--- src/rtl/pwbt_pkg.sv ---
// Shared types and constants for the pulse width byte transmitter
package pwbt_pkg;

   typedef enum logic [2:0] {
      PH_IDLE       = 3'd0,
      PH_START_HIGH = 3'd1,
      PH_START_LOW  = 3'd2,
      PH_BIT_HIGH   = 3'd3,
      PH_BIT_LOW    = 3'd4
   } phase_type;

   localparam logic REQ_TICK = 1'b0;
   localparam logic REQ_SEND = 1'b1;

   localparam int CSR_INDEX_WIDTH = 2;
   localparam int CSR_DATA_WIDTH  = 16;

   localparam logic [CSR_INDEX_WIDTH-1:0] CSR_START_HIGH = 2'd0;
   localparam logic [CSR_INDEX_WIDTH-1:0] CSR_SHORT      = 2'd1;
   localparam logic [CSR_INDEX_WIDTH-1:0] CSR_LONG       = 2'd2;

   localparam logic [CSR_DATA_WIDTH-1:0] START_HIGH_RESET = 16'd16;
   localparam logic [CSR_DATA_WIDTH-1:0] SHORT_RESET      = 16'd4;
   localparam logic [CSR_DATA_WIDTH-1:0] LONG_RESET       = 16'd8;

   localparam int QUEUE_DEPTH = 2;

   typedef struct packed {
      logic line_level;
      logic busy_res;
      logic rejected;
      logic frame_done;
   } result_type;

endpackage

--- src/rtl/pwbt_front.sv ---
// Front stage: accepts request transfers and classifies them as tick or send
module pwbt_front #(
   parameter int DATA_BITS = 8
) (
   input  logic                 clock,
   input  logic                 reset,
   input  logic                 req_valid,
   output logic                 req_ready,
   input  logic                 req_type,
   input  logic [DATA_BITS-1:0] req_byte_value,
   output logic                 push_valid,
   input  logic                 push_ready,
   output logic                 push_send,
   output logic [DATA_BITS-1:0] push_data
);
   import pwbt_pkg::*;

   logic                 valid_ff;
   logic                 send_ff;
   logic [DATA_BITS-1:0] data_ff;
   logic                 send_in;
   logic [DATA_BITS-1:0] data_in;

   assign req_ready = !valid_ff || push_ready;

   always_comb begin
      send_in = (req_type == REQ_SEND);
      data_in = send_in ? req_byte_value : '0;
   end

   always_ff @(posedge clock) begin
      if (reset) begin
         valid_ff <= 1'b0;
      end else if (req_ready) begin
         valid_ff <= req_valid;
      end
   end

   always_ff @(posedge clock) begin
      if (req_valid && req_ready) begin
         send_ff <= send_in;
         data_ff <= data_in;
      end
   end

   assign push_valid = valid_ff;
   assign push_send  = send_ff;
   assign push_data  = data_ff;

endmodule

--- src/rtl/pwbt_queue.sv ---
// Short command queue between front and back
module pwbt_queue #(
   parameter int WIDTH = 9
) (
   input  logic             clock,
   input  logic             reset,
   input  logic             push_valid,
   output logic             push_ready,
   input  logic [WIDTH-1:0] push_data,
   output logic             pop_valid,
   input  logic             pop_ready,
   output logic [WIDTH-1:0] pop_data
);
   import pwbt_pkg::*;

   localparam int PTR_WIDTH   = (QUEUE_DEPTH > 1) ? $clog2(QUEUE_DEPTH) : 1;
   localparam int COUNT_WIDTH = $clog2(QUEUE_DEPTH + 1);

   logic [WIDTH-1:0]       entry_ff [QUEUE_DEPTH];
   logic [PTR_WIDTH-1:0]   wr_ptr_ff;
   logic [PTR_WIDTH-1:0]   rd_ptr_ff;
   logic [COUNT_WIDTH-1:0] count_ff;
   logic                   push_fire;
   logic                   pop_fire;

   assign push_ready = (count_ff != COUNT_WIDTH'(QUEUE_DEPTH));
   assign pop_valid  = (count_ff != '0);
   assign pop_data   = entry_ff[rd_ptr_ff];
   assign push_fire  = push_valid && push_ready;
   assign pop_fire   = pop_valid && pop_ready;

   always_ff @(posedge clock) begin
      if (reset) begin
         wr_ptr_ff <= '0;
         rd_ptr_ff <= '0;
         count_ff  <= '0;
      end else begin
         if (push_fire) begin
            wr_ptr_ff <= (wr_ptr_ff == PTR_WIDTH'(QUEUE_DEPTH - 1)) ? '0 : wr_ptr_ff + 1'b1;
         end
         if (pop_fire) begin
            rd_ptr_ff <= (rd_ptr_ff == PTR_WIDTH'(QUEUE_DEPTH - 1)) ? '0 : rd_ptr_ff + 1'b1;
         end
         if (push_fire && !pop_fire) begin
            count_ff <= count_ff + 1'b1;
         end else if (pop_fire && !push_fire) begin
            count_ff <= count_ff - 1'b1;
         end
      end
   end

   always_ff @(posedge clock) begin
      if (push_fire) begin
         entry_ff[wr_ptr_ff] <= push_data;
      end
   end

endmodule

--- src/rtl/pwbt_engine.sv ---
// Back end: frame sequencer, timing registers and result register
module pwbt_engine #(
   parameter int DATA_BITS   = 8,
   parameter int COUNT_WIDTH = 16
) (
   input  logic                                   clock,
   input  logic                                   reset,
   input  logic                                   csr_valid,
   input  logic [pwbt_pkg::CSR_INDEX_WIDTH-1:0]   csr_index,
   input  logic [pwbt_pkg::CSR_DATA_WIDTH-1:0]    csr_data,
   input  logic                                   cmd_valid,
   output logic                                   cmd_ready,
   input  logic                                   cmd_send,
   input  logic [DATA_BITS-1:0]                   cmd_data,
   output logic                                   rsp_valid,
   input  logic                                   rsp_ready,
   output pwbt_pkg::result_type                   rsp_result
);
   import pwbt_pkg::*;

   localparam int BITS_WIDTH = $clog2(DATA_BITS + 1);
   localparam int EXT_WIDTH  =
      ((COUNT_WIDTH > CSR_DATA_WIDTH) ? COUNT_WIDTH : CSR_DATA_WIDTH) + 1;

   logic [CSR_DATA_WIDTH-1:0] start_high_ff;
   logic [CSR_DATA_WIDTH-1:0] short_ff;
   logic [CSR_DATA_WIDTH-1:0] long_ff;

   phase_type                 phase_ff;
   phase_type                 phase_in;
   logic [COUNT_WIDTH-1:0]    tick_ff;
   logic [COUNT_WIDTH-1:0]    tick_in;
   logic [DATA_BITS-1:0]      shift_ff;
   logic [DATA_BITS-1:0]      shift_in;
   logic [BITS_WIDTH-1:0]     bits_ff;
   logic [BITS_WIDTH-1:0]     bits_in;
   logic                      rsp_valid_ff;
   result_type                result_ff;
   result_type                result_in;
   logic                      rejected_in;
   logic                      done_in;

   logic                      cmd_fire;
   logic                      bit_one;
   logic [CSR_DATA_WIDTH-1:0] dur;
   logic [EXT_WIDTH-1:0]      dur_ext;
   logic [EXT_WIDTH-1:0]      cap;
   logic [EXT_WIDTH-1:0]      eff_dur;
   logic [EXT_WIDTH-1:0]      next_count;
   logic                      expired;

   assign cmd_ready = !rsp_valid_ff || rsp_ready;
   assign cmd_fire  = cmd_valid && cmd_ready;

   // phase duration, zero acts as one, capped at the counter range
   always_comb begin
      bit_one = shift_ff[DATA_BITS-1];
      unique case (phase_ff)
         PH_START_HIGH: dur = start_high_ff;
         PH_START_LOW:  dur = short_ff;
         PH_BIT_HIGH:   dur = bit_one ? long_ff : short_ff;
         PH_BIT_LOW,
         PH_IDLE:       dur = bit_one ? short_ff : long_ff;
         default:       dur = bit_one ? short_ff : long_ff;
      endcase
      dur_ext    = EXT_WIDTH'(dur);
      cap        = EXT_WIDTH'(1) << COUNT_WIDTH;
      eff_dur    = (dur == '0) ? EXT_WIDTH'(1) : ((dur_ext > cap) ? cap : dur_ext);
      next_count = EXT_WIDTH'(tick_ff) + EXT_WIDTH'(1);
      expired    = (next_count >= eff_dur);
   end

   // next state
   always_comb begin
      phase_in    = phase_ff;
      tick_in     = tick_ff;
      shift_in    = shift_ff;
      bits_in     = bits_ff;
      rejected_in = 1'b0;
      done_in     = 1'b0;
      if (cmd_send) begin
         if (phase_ff != PH_IDLE) begin
            rejected_in = 1'b1;
         end else begin
            shift_in = cmd_data;
            tick_in  = '0;
            bits_in  = '0;
            phase_in = PH_START_HIGH;
         end
      end else if (phase_ff != PH_IDLE) begin
         if (expired) begin
            tick_in = '0;
            unique case (phase_ff)
               PH_START_HIGH: phase_in = PH_START_LOW;
               PH_START_LOW: begin
                  phase_in = PH_BIT_HIGH;
                  bits_in  = BITS_WIDTH'(DATA_BITS);
               end
               PH_BIT_HIGH:   phase_in = PH_BIT_LOW;
               default: begin
                  shift_in = shift_ff << 1;
                  if (bits_ff <= BITS_WIDTH'(1)) begin
                     bits_in  = '0;
                     phase_in = PH_IDLE;
                     done_in  = 1'b1;
                  end else begin
                     bits_in  = bits_ff - 1'b1;
                     phase_in = PH_BIT_HIGH;
                  end
               end
            endcase
         end else begin
            tick_in = next_count[COUNT_WIDTH-1:0];
         end
      end
   end

   // result fields
   always_comb begin
      result_in.line_level = (phase_in == PH_START_HIGH) || (phase_in == PH_BIT_HIGH);
      result_in.busy_res   = (phase_in != PH_IDLE);
      result_in.rejected   = rejected_in;
      result_in.frame_done = done_in;
   end

   always_ff @(posedge clock) begin
      if (reset) begin
         start_high_ff <= START_HIGH_RESET;
         short_ff      <= SHORT_RESET;
         long_ff       <= LONG_RESET;
      end else if (csr_valid) begin
         unique case (csr_index)
            CSR_START_HIGH: start_high_ff <= csr_data;
            CSR_SHORT:      short_ff      <= csr_data;
            CSR_LONG:       long_ff       <= csr_data;
            default: ;
         endcase
      end
   end

   always_ff @(posedge clock) begin
      if (reset) begin
         phase_ff     <= PH_IDLE;
         tick_ff      <= '0;
         shift_ff     <= '0;
         bits_ff      <= '0;
         rsp_valid_ff <= 1'b0;
      end else begin
         if (cmd_fire) begin
            phase_ff <= phase_in;
            tick_ff  <= tick_in;
            shift_ff <= shift_in;
            bits_ff  <= bits_in;
         end
         if (cmd_ready) begin
            rsp_valid_ff <= cmd_valid;
         end
      end
   end

   always_ff @(posedge clock) begin
      if (cmd_fire) begin
         result_ff <= result_in;
      end
   end

   assign rsp_valid  = rsp_valid_ff;
   assign rsp_result = result_ff;

endmodule

--- src/rtl/pulse_width_byte_transmitter.sv ---
// Top level of the pulse width byte transmitter
// A request passes through the front stage register, the queue and the result register before its result is presented.
// Throughput: one item per cycle while rsp_ready does not hold back the result.
// Reset clears the front stage, queue and sequencer to idle and loads the
// timing registers with 16, 4 and 8 ticks; no clearing pass is needed.
module pulse_width_byte_transmitter #(
   parameter int DATA_BITS   = 8,
   parameter int COUNT_WIDTH = 16
) (
   input  logic                                 clock,
   input  logic                                 reset,
   input  logic                                 req_valid,
   output logic                                 req_ready,
   input  logic                                 req_type,
   input  logic [DATA_BITS-1:0]                 req_byte_value,
   output logic                                 rsp_valid,
   input  logic                                 rsp_ready,
   output logic                                 rsp_line_level,
   output logic                                 rsp_busy_res,
   output logic                                 rsp_rejected,
   output logic                                 rsp_frame_done,
   input  logic                                 csr_valid,
   output logic                                 csr_ready,
   input  logic [pwbt_pkg::CSR_INDEX_WIDTH-1:0] csr_index,
   input  logic [pwbt_pkg::CSR_DATA_WIDTH-1:0]  csr_data
);
   import pwbt_pkg::*;

   localparam int CMD_WIDTH = DATA_BITS + 1;

   logic                 push_valid;
   logic                 push_ready;
   logic                 push_send;
   logic [DATA_BITS-1:0] push_data;
   logic                 cmd_valid;
   logic                 cmd_ready;
   logic [CMD_WIDTH-1:0] cmd_word;
   result_type           result;

   assign csr_ready = 1'b1;

   pwbt_front #(
      .DATA_BITS (DATA_BITS)
   ) u_front (
      .clock          (clock),
      .reset          (reset),
      .req_valid      (req_valid),
      .req_ready      (req_ready),
      .req_type       (req_type),
      .req_byte_value (req_byte_value),
      .push_valid     (push_valid),
      .push_ready     (push_ready),
      .push_send      (push_send),
      .push_data      (push_data)
   );

   pwbt_queue #(
      .WIDTH (CMD_WIDTH)
   ) u_queue (
      .clock      (clock),
      .reset      (reset),
      .push_valid (push_valid),
      .push_ready (push_ready),
      .push_data  ({push_send, push_data}),
      .pop_valid  (cmd_valid),
      .pop_ready  (cmd_ready),
      .pop_data   (cmd_word)
   );

   pwbt_engine #(
      .DATA_BITS   (DATA_BITS),
      .COUNT_WIDTH (COUNT_WIDTH)
   ) u_engine (
      .clock      (clock),
      .reset      (reset),
      .csr_valid  (csr_valid),
      .csr_index  (csr_index),
      .csr_data   (csr_data),
      .cmd_valid  (cmd_valid),
      .cmd_ready  (cmd_ready),
      .cmd_send   (cmd_word[CMD_WIDTH-1]),
      .cmd_data   (cmd_word[DATA_BITS-1:0]),
      .rsp_valid  (rsp_valid),
      .rsp_ready  (rsp_ready),
      .rsp_result (result)
   );

   assign rsp_line_level = result.line_level;
   assign rsp_busy_res   = result.busy_res;
   assign rsp_rejected   = result.rejected;
   assign rsp_frame_done = result.frame_done;

endmodule

--- config.mk ---
export PLATFORM = sky130hd
export DESIGN_NAME = pulse_width_byte_transmitter
export DESIGN_NICKNAME = d
export VERILOG_FILES = /design/src/rtl/pwbt_pkg.sv /design/src/rtl/pwbt_front.sv /design/src/rtl/pwbt_queue.sv /design/src/rtl/pwbt_engine.sv /design/src/rtl/pulse_width_byte_transmitter.sv
export SDC_FILE = /design/constraint.sdc
export NUM_CORES = 1
export LEC_CHECK = 0
export ABC_CLOCK_PERIOD_IN_PS = 9000
export BUFFER_PORTS_ARGS = -buffer_cell sky130_fd_sc_hd__buf_2
export CAP_MARGIN = 15
export CORE_ASPECT_RATIO = 0.8
export CORE_UTILIZATION = 63
export DETAILED_ROUTE_END_ITERATION = 10
export PLACE_DENSITY_LB_ADDON = 0.2
export SLEW_MARGIN = 20
export SYNTH_ARGS = -nofsm -noshare
export SYNTH_HDL_FRONTEND = slang
export SYNTH_SLANG_ARGS = --single-unit
--- constraint.sdc ---
create_clock -name clock -period 9 [get_ports clock]
set_input_delay 0.45 -clock clock [delete_from_list [all_inputs] [get_ports clock]]
set_output_delay 0.45 -clock clock [all_outputs]
set_load 0.02 [all_outputs]
After elaboration in Yosys (flattened, before gate mapping)
Memories as Yosys holds them, arrays and structs flattened. A register that Yosys moved wholly into a read port is not among the register bits.
Index checks and enable logic that the tools add are counted.
Storage, ports and cells
  input bits: 32
  memories kept: 1
  output and inout port bits: 7
  word-level logic and storage cells: 106
  register bits: 98
  bits in writable memories: 18
Cells by class
  add/sub/neg operators: 6
  order comparisons: 3
  equality and inequality tests: 11
  reductions and logical operators: 29
  muxes and demuxes: 36
  bitwise logic cells: 2
Memory list
  u_queue.entry_ff: words 2, width 9, rd ports 1, clocked after memory_dff 1, wr ports 1, RTL line pwbt_queue.sv:19  | logic [WIDTH-1:0] entry_ff [QUEUE_DEPTH];
Operators by type and width (count)
  $mux W16: 6
  $pmux W16 S3: 1
  $mux W8: 5
  $mux W17: 2
  $mux W4: 5
  $add A16 B1 Y17 const B: 1
  $ge A17 B17 Y1: 1
  $gt A16 B17 Y1 const B: 1
  $logic_not A16 Y1: 1
  $mux W3: 4
  $reduce_and A5 Y1: 2
  $eq A3 B2 Y1 const B: 3
  $pmux W3 S3: 1
  $mux W1: 8
  $pmux W4 S2: 1
  $reduce_bool A2 Y1: 4
  $eq A3 B1 Y1 const B: 2
  $mux W2: 3
  $reduce_and A2 Y1: 3
  $reduce_bool A3 Y1: 2
  $reduce_or A6 Y1: 1
  $logic_and A1 B1 Y1: 5
  $le A4 B1 Y1 const B: 1
  $logic_not A1 Y1: 4
  other kinds (14): 20

Longest topological paths before layout
Gate-level depths: netlist of run 1.
  word-level depth: 11
  mapped depth: 17
  mapped depth without buffers: 15

Modules after synthesis
A second synthesis of run 1 with hierarchy kept.
Second synthesis, totals
  cell total of the unflattened synthesis: 659
  area, all modules: 5868.1 um^2
By module, submodules not included
  pwbt_engine: times used 1, cells each 583, area each 4611.9 um^2, sequential area each 1721.7 um^2
  pwbt_queue: times used 1, cells each 52, area each 869.6 um^2, sequential area each 640.6 um^2
  pwbt_front: times used 1, cells each 22, area each 375.4 um^2, sequential area each 290.3 um^2
  pulse_width_byte_transmitter: times used 1, cells each 2, area each 11.3 um^2, sequential area each 0.0 um^2

Worst setup path before layout of run 1
Ideal clock, no wire load.
  path type: register -> register
  start: reg u_engine.shift_ff[7]
  end: reg u_engine.result_ff, in the netlist u_engine.rsp_result[3], data pin
  arrival: 3333 ps
  cell stages (with the launch flop): 16
  required time: 8742 ps
  path slack: 5409 ps
  buffers on the path: 2
  cell sequence: dfxtp_1 clkbuf_2 buf_2 mux2_2 a222oi_1 and4_1 and4_1 a31o_1 ha_1 nand3_1 o41ai_2 a221oi_2 o311ai_4 nand2_4 mux2_4 o221a_2
RTL lines
  start: declaration: RTL line pwbt_engine.sv:33  | logic [DATA_BITS-1:0] shift_ff;
  start signal: assignment: RTL line pwbt_engine.sv:152  | shift_ff <= shift_in;
  end signal: assignment: RTL line pwbt_engine.sv:163  | result_ff <= result_in;
  end: declaration: RTL line pwbt_engine.sv:38  | result_type result_ff;

Worst setup path in the final report of run 1
  start: reg u_engine.shift_ff[7]
  end: reg u_engine.tick_ff[11]
On the way
  longest elaborated chain between the ends: 9
Ends and longest elaborated chain
  $mux W16 (on tied branches): RTL line pwbt_engine.sv:63, pwbt_engine.sv:64, pwbt_engine.sv:61
  $pmux W16 S3 *: RTL line pwbt_engine.sv:58  | unique case (phase_ff)
  $gt A16 B17 Y1: RTL line pwbt_engine.sv:68  | eff_dur = (dur == '0) ? EXT_WIDTH'(1) : ((dur_ext > cap) ? cap : dur_ext);
  $mux W17: RTL line pwbt_engine.sv:68
  $mux W17 *: RTL line pwbt_engine.sv:68
  $ge A17 B17 Y1 *: RTL line pwbt_engine.sv:70  | expired = (next_count >= eff_dur);
  $mux W16 *: RTL line pwbt_engine.sv:91  | if (expired) begin
  $mux W16 *: RTL line pwbt_engine.sv:90  | end else if (phase_ff != PH_IDLE) begin
  $mux W16 *: RTL line pwbt_engine.sv:81  | if (cmd_send) begin
  end signal: assignment: RTL line pwbt_engine.sv:151  | tick_ff <= tick_in;
  end: declaration: RTL line pwbt_engine.sv:31  | logic [COUNT_WIDTH-1:0] tick_ff;
Mark *: on every way between the ends. The rest lies on a longest branch, timed or not. The select of a mux whose other input is x is not followed.
A chain may end at the register's enable or synchronous reset.

==> flow_summary.yaml, run 1 <==
run_status:
  outcome: "finished clean"
grt:
  grt_usage_pct: 30.1
  grt_max_degree: 89
  grt_pass1_vias: 4417
  antenna_found_initial: 0
  grt-ovfl-total: 0
  grt_pass1_wl_mm: 21.6
sta:
  tightest_slew_ns: 1.16
  slew_headroom_pct: 22.2
  skew_ns: 0.0109
  min_period_ns: 4.69
  period_share_pct: 52.1
  fin_tns_setup_ns: 0
  drv_slew: 0
  setup_violations: 0
  rsz0062_at_grt: "no"
  holdWs_ns: 0.267
  max_freq_mhz: 213
  finalHoldViolations: 0
clocking:
  htree_levels: 4
  cts.sinks: 117
  cts_root_buf: "clkbuf_16"
  cts_tree: "done"
  clk_pin_slew_ns: 0.06
  cts_buffers: 17
  cts_resized: 0
  cts_hold_buffers: 0
  post_cts_buffers: 0
  clock_latency_ns: 0.42
  clockBufferDepth: 2
route:
  drt_iter0_drc: 521
  routed-via-count: 4816
  wl_per_cell_um: 16.9
  drcViolationCount: 0
  drt-pass1-iter-count: 7
  ant_nets: 0
  vias_per_cell: 6.07
  postRouteWirelength_mm: 13.4
logic_synthesis:
  synth_area_um2: 5800
  synthesis.yosys.warnings: 0
  yosys.cell_count.top_type: "nand2_1"
  avgSynthCellArea_um2: 9.03
  yosys.area.top_type: "dfxtp_1"
  yosysSeqAreaShare_pct: 45.7
  syn_nets: 695
  syn_inst: 642
  yosys-top-cells-area: "dfxtp_1, edfxtp_1, nand2_1, a21oi_1, mux2i_1"
  yosys_register_bits: 117
  yosysUniqueCellTypes: 62
  synth_edf_count: 31
  synthFlopType: "dfxtp_1"
  synth-async-reset-ratio_pct: 0
  yosysTopAreaCellShare_pct: 29.7
  synthTopCellsByCount: "nand2_1, dfxtp_1, a21oi_1"
worst_hold_path:
  worstHoldPathType: "in -> reg"
critical_path:
  worstSetupPathType: "reg -> reg"
  cp.buffers_inverters: 0
  max_stage_delay_ns: 1.09
  cp_max_fo: 24
  cp-end-kind: "flop"
  cpMostUsedCell: "and4_1"
  cp-start-kind: "flop"
  cp.arrival_ns: 5.03
  critPathSlowestCell: "dfxtp_1"
  crit_chain: "nand2_2 -> mux2_2 -> a222oi_1 -> and4_1 -> and4_1 -> a31o_1 -> ha_1 -> nand3_1 -> o41ai_2 -> a221oi_2 -> o311ai_4 -> nor3_4 -> o21ai_0 -> a21oi_1"
  cp.required_ns: 9.34
  crit_family: "compound AO/OA/AOI/OAI gates"
layout:
  nets: 721
  fin_area_um2: 6540
  syn_to_final_growth_pct: 12.8
  diodes: 0
  drive_above_1_share_pct: 14.4
  fin_util_pct: 75.1
power:
  p_per_area_nw_per_um2: 249
  power_switching_w: 0.000544
  p_comb_share_pct: 22.5
  p_leak_nw: 2.43
  seqPwrFrac_pct: 39.0
  internal_power_w: 0.00108
  ir_drop_uv: 175
  pwr-share-clk_pct: 38.5
  swShare_pct: 33.4
flow_run:
  drv_cap: 0
floorplanning:
  rows: 30
  die_area_um2: 9600
  die_x_um: 109
  core_um2: 8710
  start_util_pct: 66.6
  io-pin-count: 39
  die_h_um: 87.8
placement:
  placed_area_um2: 6000
  hpwl_mm: 8.94
  io_buffers: 37
  gp_congestion: 0.934
-- final cells by class --
| type | count | area [µm²] |
|---|---|---|
| flip-flops and latches | 117 | 2650 |
| clock buffers | 18 | 429 |
| well taps | 112 | 140 |
| repair buffers | 40 | 208 |
| clock inverters | 14 | 116 |
| inverters | 17 | 63.8 |
| multi-input cells | 475 | 2930 |
| fillers | 606 | 2170 |
-- kinds of logic (layout without fill, tap and decap cells) --
| kind of cell | Yosys count | after routing | share of synthesized area (%) |
|---|---|---|---|
| buffers and inverters | 50 | 89 | 3.69 |
| adders and majority gates | 21 | 21 | 4.53 |
| and+or+nand+nor | 259 | 259 | 20.9 |
| other | 1 | 1 | 0.0647 |
| DFF | 117 | 117 | 45.7 |
| xor gates and xnor gates | 17 | 17 | 2.57 |
| AOI/OAI and AO/OA | 138 | 138 | 15.6 |
| muxes | 39 | 39 | 6.99 |
-- final timing paths --
| path | cells past startpoint | slack (ns) | to | startpoint |
|---|---|---|---|---|
| hold reg to reg | 2 | 0.46 | u_engine.start_high_ff[6] | u_engine.start_high_ff[6] |
| setup / recovery | 14 | 4.31 | u_engine.tick_ff[11] | u_engine.shift_ff[7] |
| hold / removal | 3 | 0.27 | u_front.push_valid | req_valid |
| setup reg to reg | 14 | 4.31 | u_engine.tick_ff[11] | u_engine.shift_ff[7] |
-- cell usage in the layout, fill, tap and decap left out, types with 21 or more instances in the layout --
| cell type | synthesis | final |
|---|---|---|
| nand2_1 | 129 | 129 |
| edfxtp_1 | 31 | 31 |
| mux2i_1 | 30 | 30 |
| ha_1 | 21 | 21 |
| nor2_1 | 54 | 54 |
| a21oi_1 | 64 | 64 |
| buf_2 | 5 | 37 |
| dfxtp_1 | 86 | 86 |
| o21ai_0 | 22 | 22 |
-- per-layer routing --
metal	vias up	GRT usage (%)	wire, µm
li1	2321	-	-
met1	2248	43.2	6180
met2	230	43.9	5880
met3	17	7.74	1110
met4	0	11.0	199
met5	-	0	0
-- power by group through the flow --
stage          logic [W]  clock network (W)  registers (W)
2_1_floorplan   0.000291                  0       0.000630
3_3_place_gp    0.000343                  0       0.000642
3_5_place_dp    0.000358                  0       0.000645
4_1_cts         0.000361           0.000632       0.000634
5_1_grt         0.000401           0.000654       0.000640
6_report        0.000366           0.000627       0.000635
-- tightest hold or removal path, stage by stage --
cell,delay [ns]
buf_2,0.10
inv_1,0.04
a21oi_1,0.05
-- flip-flops by register name, indices dropped and copies added (netlist names), named ones only --
signal / flops
u_engine.start_high_ff: 16
u_engine.shift_ff: 8
u_front.push_send: 1
u_engine.phase_ff: 3
u_engine.rsp_valid: 1
u_engine.rsp_result: 4
u_engine.short_ff: 16
u_queue.rd_ptr_ff: 1
u_queue.wr_ptr_ff: 1
u_front.push_valid: 1
u_front.push_data: 8
u_queue.count_ff: 2
u_engine.tick_ff: 16
u_queue.entry_ff: 18
u_engine.long_ff: 16
u_engine.bits_ff: 4
-- through the flow --
step	power, W	worst slack [ns]	instances
5_1_grt	0.00169	4.09	793
6_report	0.00163	4.31	793
3_3_place_gp	0.000985	4.64	761
2_1_floorplan	0.000921	5.41	642
3_5_place_dp	0.00100	4.45	761
4_1_cts	0.00163	4.44	793
(Power assumes the default switching activity.)
==> inputs of run 2 (changes only) <==
--- a/config.mk
+++ b/config.mk
@@ -5,11 +5,11 @@
 export SDC_FILE = /design/constraint.sdc
 export NUM_CORES = 1
 export LEC_CHECK = 0
-export ABC_CLOCK_PERIOD_IN_PS = 9000
+export ABC_CLOCK_PERIOD_IN_PS = 4900
 export BUFFER_PORTS_ARGS = -buffer_cell sky130_fd_sc_hd__buf_2
 export CAP_MARGIN = 15
 export CORE_ASPECT_RATIO = 0.8
-export CORE_UTILIZATION = 63
+export CORE_UTILIZATION = 60
 export DETAILED_ROUTE_END_ITERATION = 10
 export PLACE_DENSITY_LB_ADDON = 0.2
 export SLEW_MARGIN = 20
==> constraint.sdc (replaced) <==
create_clock -name clock -period 4.9 [get_ports clock]
set_input_delay 0.245 -clock clock [delete_from_list [all_inputs] [get_ports clock]]
set_output_delay 0.245 -clock clock [all_outputs]
set_load 0.02 [all_outputs]
==> run 2 against run 1 <==
Worst hold slack worse by 0.21 ns. Register-to-register slack got worse by 3.9 ns. Clock power increased by 95%. Worst setup slack worse by 3.9 ns. Count of clock-buffer cells in the layout did not move. Sequential cell count stayed put. Highest routed layer unchanged. Sequential power rose by 83%. Non-clock buffer count is 1 higher. The run now ends with DRC left. Utilization is 3.8 points lower. Global-route usage decreased by 0.54 points. Via count is 1.6% higher. Wire length is 3.6% higher.
==> flow_summary.yaml, run 2 (synthesized netlist as in run 1, its figures left out) <==
layout:
  max_flop_register: "u_queue.entry_ff"
  fin_area_um2: 6590
  final_common_cell: "nand2_1"
  stdcell_count: 797
  layout_common_cells: "nand2_1, dfxtp_1, a21oi_1, nor2_1, buf_2"
  nets: 722
  syn_to_final_growth_pct: 13.6
  largest_register_ffs: 18
  fillers: 682
  diodes: 0
  drive_above_1_share_pct: 14.4
route:
  drcViolationCount: 2
  wl_per_cell_um: 17.4
  routed-via-count: 4893
  ant_nets: 0
  vias_per_cell: 6.14
  postRouteWirelength_mm: 13.8
  drt_iter0_drc: 471
  drt-pass1-iter-count: 8
placement:
  gp_congestion: 0.918
  io_buffers: 37
  dpl.cell_count: 765
  hpwl_mm: 9.30
  placed_area_um2: 6010
critical_path:
  cp_max_fo: 16
  cp-start-kind: "flop"
  rr_endpoint: "u_engine.tick_ff[11]"
  reg2reg_setup_slack_ns: 0.39
  timing.rr.start: "u_engine.phase_ff[0]"
  cp.required_ns: 5.24
  ff2ff_path_depth: 14
  worstSetupPathType: "reg -> reg"
  cp.arrival_ns: 4.85
  cp-end-kind: "flop"
grt:
  antenna_found_initial: 0
  grt_pass1_vias: 4667
  grt_max_degree: 58
  grt_usage_pct: 29.6
  grt_pass1_wl_mm: 23.2
  grt-ovfl-total: 0
clocking:
  cts_tree: "done"
  cts_buffers: 17
  clock_latency_ns: 0.42
  cts_resized: 0
  post_cts_buffers: 0
  clockBufferDepth: 2
  cts_hold_buffers: 0
  htree_levels: 4
  cts.sinks: 117
  clk_pin_slew_ns: 0.06
  cts_root_buf: "clkbuf_16"
sta:
  max_freq_mhz: 222
  setup_violations: 0
  fin_tns_setup_ns: 0
  min_period_ns: 4.51
  rsz0062_at_grt: "no"
  skew_ns: 0.00831
  finalHoldViolations: 0
  slew_headroom_pct: 46.9
  drv_slew: 0
  tightest_slew_ns: 0.793
  period_share_pct: 92.1
floorplanning:
  core_um2: 9230
  die_area_um2: 10100
  die_x_um: 112
  io-pin-count: 39
  start_util_pct: 62.8
  die_h_um: 89.9
  rows: 31
worst_hold_path:
  hold-path-endpoint: "u_front.push_valid"
  worstHoldPathType: "in -> reg"
  min_path_cells: 3
  min_from: "req_valid"
power:
  p_leak_nw: 2.45
  finalPower_w: 0.00308
  p_per_area_nw_per_um2: 467
  ir_drop_uv: 339
run_status:
  outcome: "complete, but fails checks"
  violations: "DRC"
flow_run:
  drv_cap: 0
[run 2: cell count changes in the layout (fill, tap and decap cells not counted)]
cell | previous run | this run
clkinv_1 | 1 | 2
buf_4 | 3 | 4
clkinv_4 | 1 | 3
inv_8 | 1 | 0
bufinv_16 | 0 | 2
inv_6 | 8 | 4
[run 2: stage by stage]
step / hold WS, ns / setup WS [ns] / utilization, %
floorplan: 0.344 / 1.31 / -
global placement: 0.427 / 0.680 / 65.1
detailed placement: 0.430 / 0.582 / 65.1
CTS: 0.0474 / 0.496 / 71.4
global route: 0.0630 / 0.112 / 71.4
finish: 0.0563 / 0.388 / 71.4
[run 2: worst max-delay path by stage]
stage	to	slack, ns	from	cells after the start
final	u_engine.tick_ff[11]	0.39	u_engine.phase_ff[0]	14
after global routing	u_engine.tick_ff[11]	0.11	u_engine.phase_ff[0]	15
after CTS	u_engine.tick_ff[11]	0.50	u_engine.phase_ff[0]	14
after detailed placement	u_engine.tick_ff[11]	0.58	u_engine.phase_ff[0]	14
after global placement	u_engine.tick_ff[11]	0.68	u_engine.phase_ff[0]	15
after floorplan	u_engine.rsp_result[3]	1.31	u_engine.shift_ff[7]	15
[run 2: area by class of cell]
cell class	instances	area (µm²)	share of cell area (%)
timing repair buffer	41	215	3.27
clock buffer	18	429	6.51
clock inverter	14	151	2.30
tap	115	144	2.18
multi-input combinational	475	2930	44.5
sequential	117	2650	40.3
inverter	17	63.8	0.968
[run 2: power breakdown]
group          total (W)  switching (W)  internal, W
Combinational   0.000697       0.000450     0.000247
Sequential       0.00116      0.0000744      0.00108
Clock            0.00122       0.000470     0.000751
Total            0.00308       0.000995      0.00208
[run 2: worst max-delay path, stage by stage (launching register included)]
cell      delay, ns
dfxtp_1        0.57
or2b_1         0.34
nor2_2         0.57
a222oi_1       0.29
and4_1         0.25
and4_1         0.19
a31o_1         0.22
ha_1           0.28
nand3_1        0.09
o41ai_2        0.09
a221oi_2       0.34
o311ai_4       0.23
nor3_4         0.59
o21ai_0        0.20
a21oi_1        0.18
[run 2: metal layers]
metal | global-route usage [%] | share of wire (%) | up-vias
met2 | 44.1 | 45 | 227
met5 | 0 | 0 | -
li1 | - | - | 2325
met1 | 40.9 | 46 | 2313
met3 | 7.35 | 7.9 | 28
met4 | 12.5 | 1.7 | 0
==> inputs of run 3 (changes only) <==
--- a/config.mk
+++ b/config.mk
@@ -11,6 +11,7 @@
 export CORE_ASPECT_RATIO = 0.8
 export CORE_UTILIZATION = 60
 export DETAILED_ROUTE_END_ITERATION = 10
+export MAX_ROUTING_LAYER = met4
 export PLACE_DENSITY_LB_ADDON = 0.2
 export SLEW_MARGIN = 20
 export SYNTH_ARGS = -nofsm -noshare
==> run 3 against run 2 <==
The run still ends with DRC left. Register-to-register slack gained 0.098 ns. Sequential share of layout area increased by 0.092 points. Clock skew rose by 0.0030 ns. Global-route usage is 0.61 points lower. Maximum frequency is 2.2% higher. Largest cell class unchanged.
==> flow_summary.yaml, run 3 (synthesized netlist as in run 1, its figures left out) <==
layout:
  fillers: 682
  layout_common_cells: "nand2_1, dfxtp_1, a21oi_1, nor2_1, buf_2"
  nets: 721
  stdcell_count: 795
  drive_above_1_share_pct: 14.3
  max_flop_register: "u_queue.entry_ff"
  largest_register_ffs: 18
  diodes: 0
  final_common_cell: "nand2_1"
  syn_to_final_growth_pct: 13.4
critical_path:
  cp.arrival_ns: 4.75
  cp.required_ns: 5.24
  cp-start-kind: "flop"
  cpMostUsedCell: "and4_1"
  critPathSlowestCell: "nor3_4"
  cp_max_fo: 16
  cp-end-kind: "flop"
  max_stage_delay_ns: 0.57
  crit_family: "simple AND/OR/NAND/NOR gates"
  worstSetupPathType: "reg -> reg"
  crit_cells: 14
  cp.buffers_inverters: 0
  ff2ff_path_depth: 14
  crit_chain: "or2b_1 -> nor2_2 -> a222oi_1 -> and4_1 -> and4_1 -> a31o_1 -> ha_1 -> nand3_1 -> o41ai_2 -> a221oi_2 -> o311ai_4 -> nor3_4 -> o21ai_0 -> a21oi_1"
flow_run:
  drv_cap: 0
placement:
  hpwl_mm: 9.09
  gp_congestion: 0.897
  dpl.cell_count: 764
  io_buffers: 37
grt:
  grt_pass1_vias: 4396
  grt_pass1_wl_mm: 21.9
  grt_usage_pct: 29.0
  antenna_found_initial: 0
  grt-ovfl-total: 0
  grt_max_degree: 62
power:
  internal_power_w: 0.00207
  swShare_pct: 31.1
  pwr-share-clk_pct: 38.8
  p_per_area_nw_per_um2: 458
  p_comb_share_pct: 22.8
  p_leak_nw: 2.44
  power_switching_w: 0.000935
  ir_drop_uv: 392
  seqPwrFrac_pct: 38.4
worst_hold_path:
  min_path_cells: 3
  worstHoldPathType: "in -> reg"
floorplanning:
  die_x_um: 112
  die_h_um: 89.9
  rows: 31
  core_um2: 9230
  io-pin-count: 39
  start_util_pct: 62.8
  die_area_um2: 10100
route:
  drcViolationCount: 2
  wl_per_cell_um: 16.7
  routed-via-count: 4751
  vias_per_cell: 5.98
  postRouteWirelength_mm: 13.3
  ant_nets: 0
  drt_iter0_drc: 521
  drt-pass1-iter-count: 8
sta:
  slew_headroom_pct: 47.1
  drv_slew: 0
  rsz0062_at_grt: "no"
  period_share_pct: 90.1
  skew_ns: 0.0113
  min_period_ns: 4.41
  max_freq_mhz: 227
  fin_tns_setup_ns: 0
  setup_violations: 0
  tightest_slew_ns: 0.792
  finalHoldViolations: 0
clocking:
  cts_tree: "done"
  post_cts_buffers: 0
  cts_resized: 0
  cts_root_buf: "clkbuf_16"
  cts.sinks: 117
  htree_levels: 4
  cts_hold_buffers: 0
  clock_latency_ns: 0.41
  clockBufferDepth: 2
  cts_buffers: 17
  clk_pin_slew_ns: 0.05
run_status:
  violations: "DRC"
  outcome: "complete, but fails checks"
run 3: layer usage:
layer | wire length (µm) | vias up | GRT usage [%]
li1 | - | 2315 | -
met1 | 6450 | 2228 | 40.8
met2 | 5830 | 190 | 41.1
met3 | 841 | 18 | 6.34
met4 | 181 | 0 | 9.80
met5 | 0 | - | -
run 3: power groups by stage:
stage          sequential (W)  combinational (W)  clock [W]
2_1_floorplan         0.00116           0.000535          0
3_3_place_gp          0.00117           0.000649          0
3_5_place_dp          0.00117           0.000669          0
4_1_cts               0.00116           0.000679    0.00118
5_1_grt               0.00117           0.000755    0.00122
6_report              0.00116           0.000686    0.00117
run 3: layout make-up:
cell class | count | area [µm²] | share of cell area [%]
multi-input cells | 475 | 2940 | 44.7
flip-flops and latches | 117 | 2650 | 40.4
clock buffers | 25 | 528 | 8.03
repair buffers | 40 | 208 | 3.16
well taps | 115 | 144 | 2.19
inverters | 17 | 63.8 | 0.971
clock inverters | 6 | 42.5 | 0.647
run 3: per-stage QoR:
step                total power [W]  util [%]  hold WS, ns  worst slack (ns)  area [µm²]
floorplan                   0.00169         -        0.344              1.31        5800
global placement            0.00182      65.0        0.427             0.725        6000
detailed placement          0.00184      65.0        0.430             0.603        6000
CTS                         0.00301      71.2       0.0654             0.536        6570
global route                0.00314      71.2       0.0691             0.124        6570
finish                      0.00301      71.2       0.0701             0.486        6570
run 3: final timing paths:
check                             from                      to  slack, ns
setup reg to reg  u_engine.phase_ff[0]    u_engine.tick_ff[11]       0.49
hold reg to reg   u_front.push_data[0]  u_queue.entry_ff[0][0]       0.44
hold / removal               req_valid      u_front.push_valid       0.07
setup / recovery  u_engine.phase_ff[0]    u_engine.tick_ff[11]       0.49
run 3: worst register-to-register path: stages (launching register included):
cell and delay [ns]:
dfxtp_1 0.55, or2b_1 0.34, nor2_2 0.56, a222oi_1 0.32, and4_1 0.24, and4_1 0.18, a31o_1 0.22, ha_1 0.27
nand3_1 0.09, o41ai_2 0.09, a221oi_2 0.34, o311ai_4 0.23, nor3_4 0.57, o21ai_0 0.20, a21oi_1 0.15
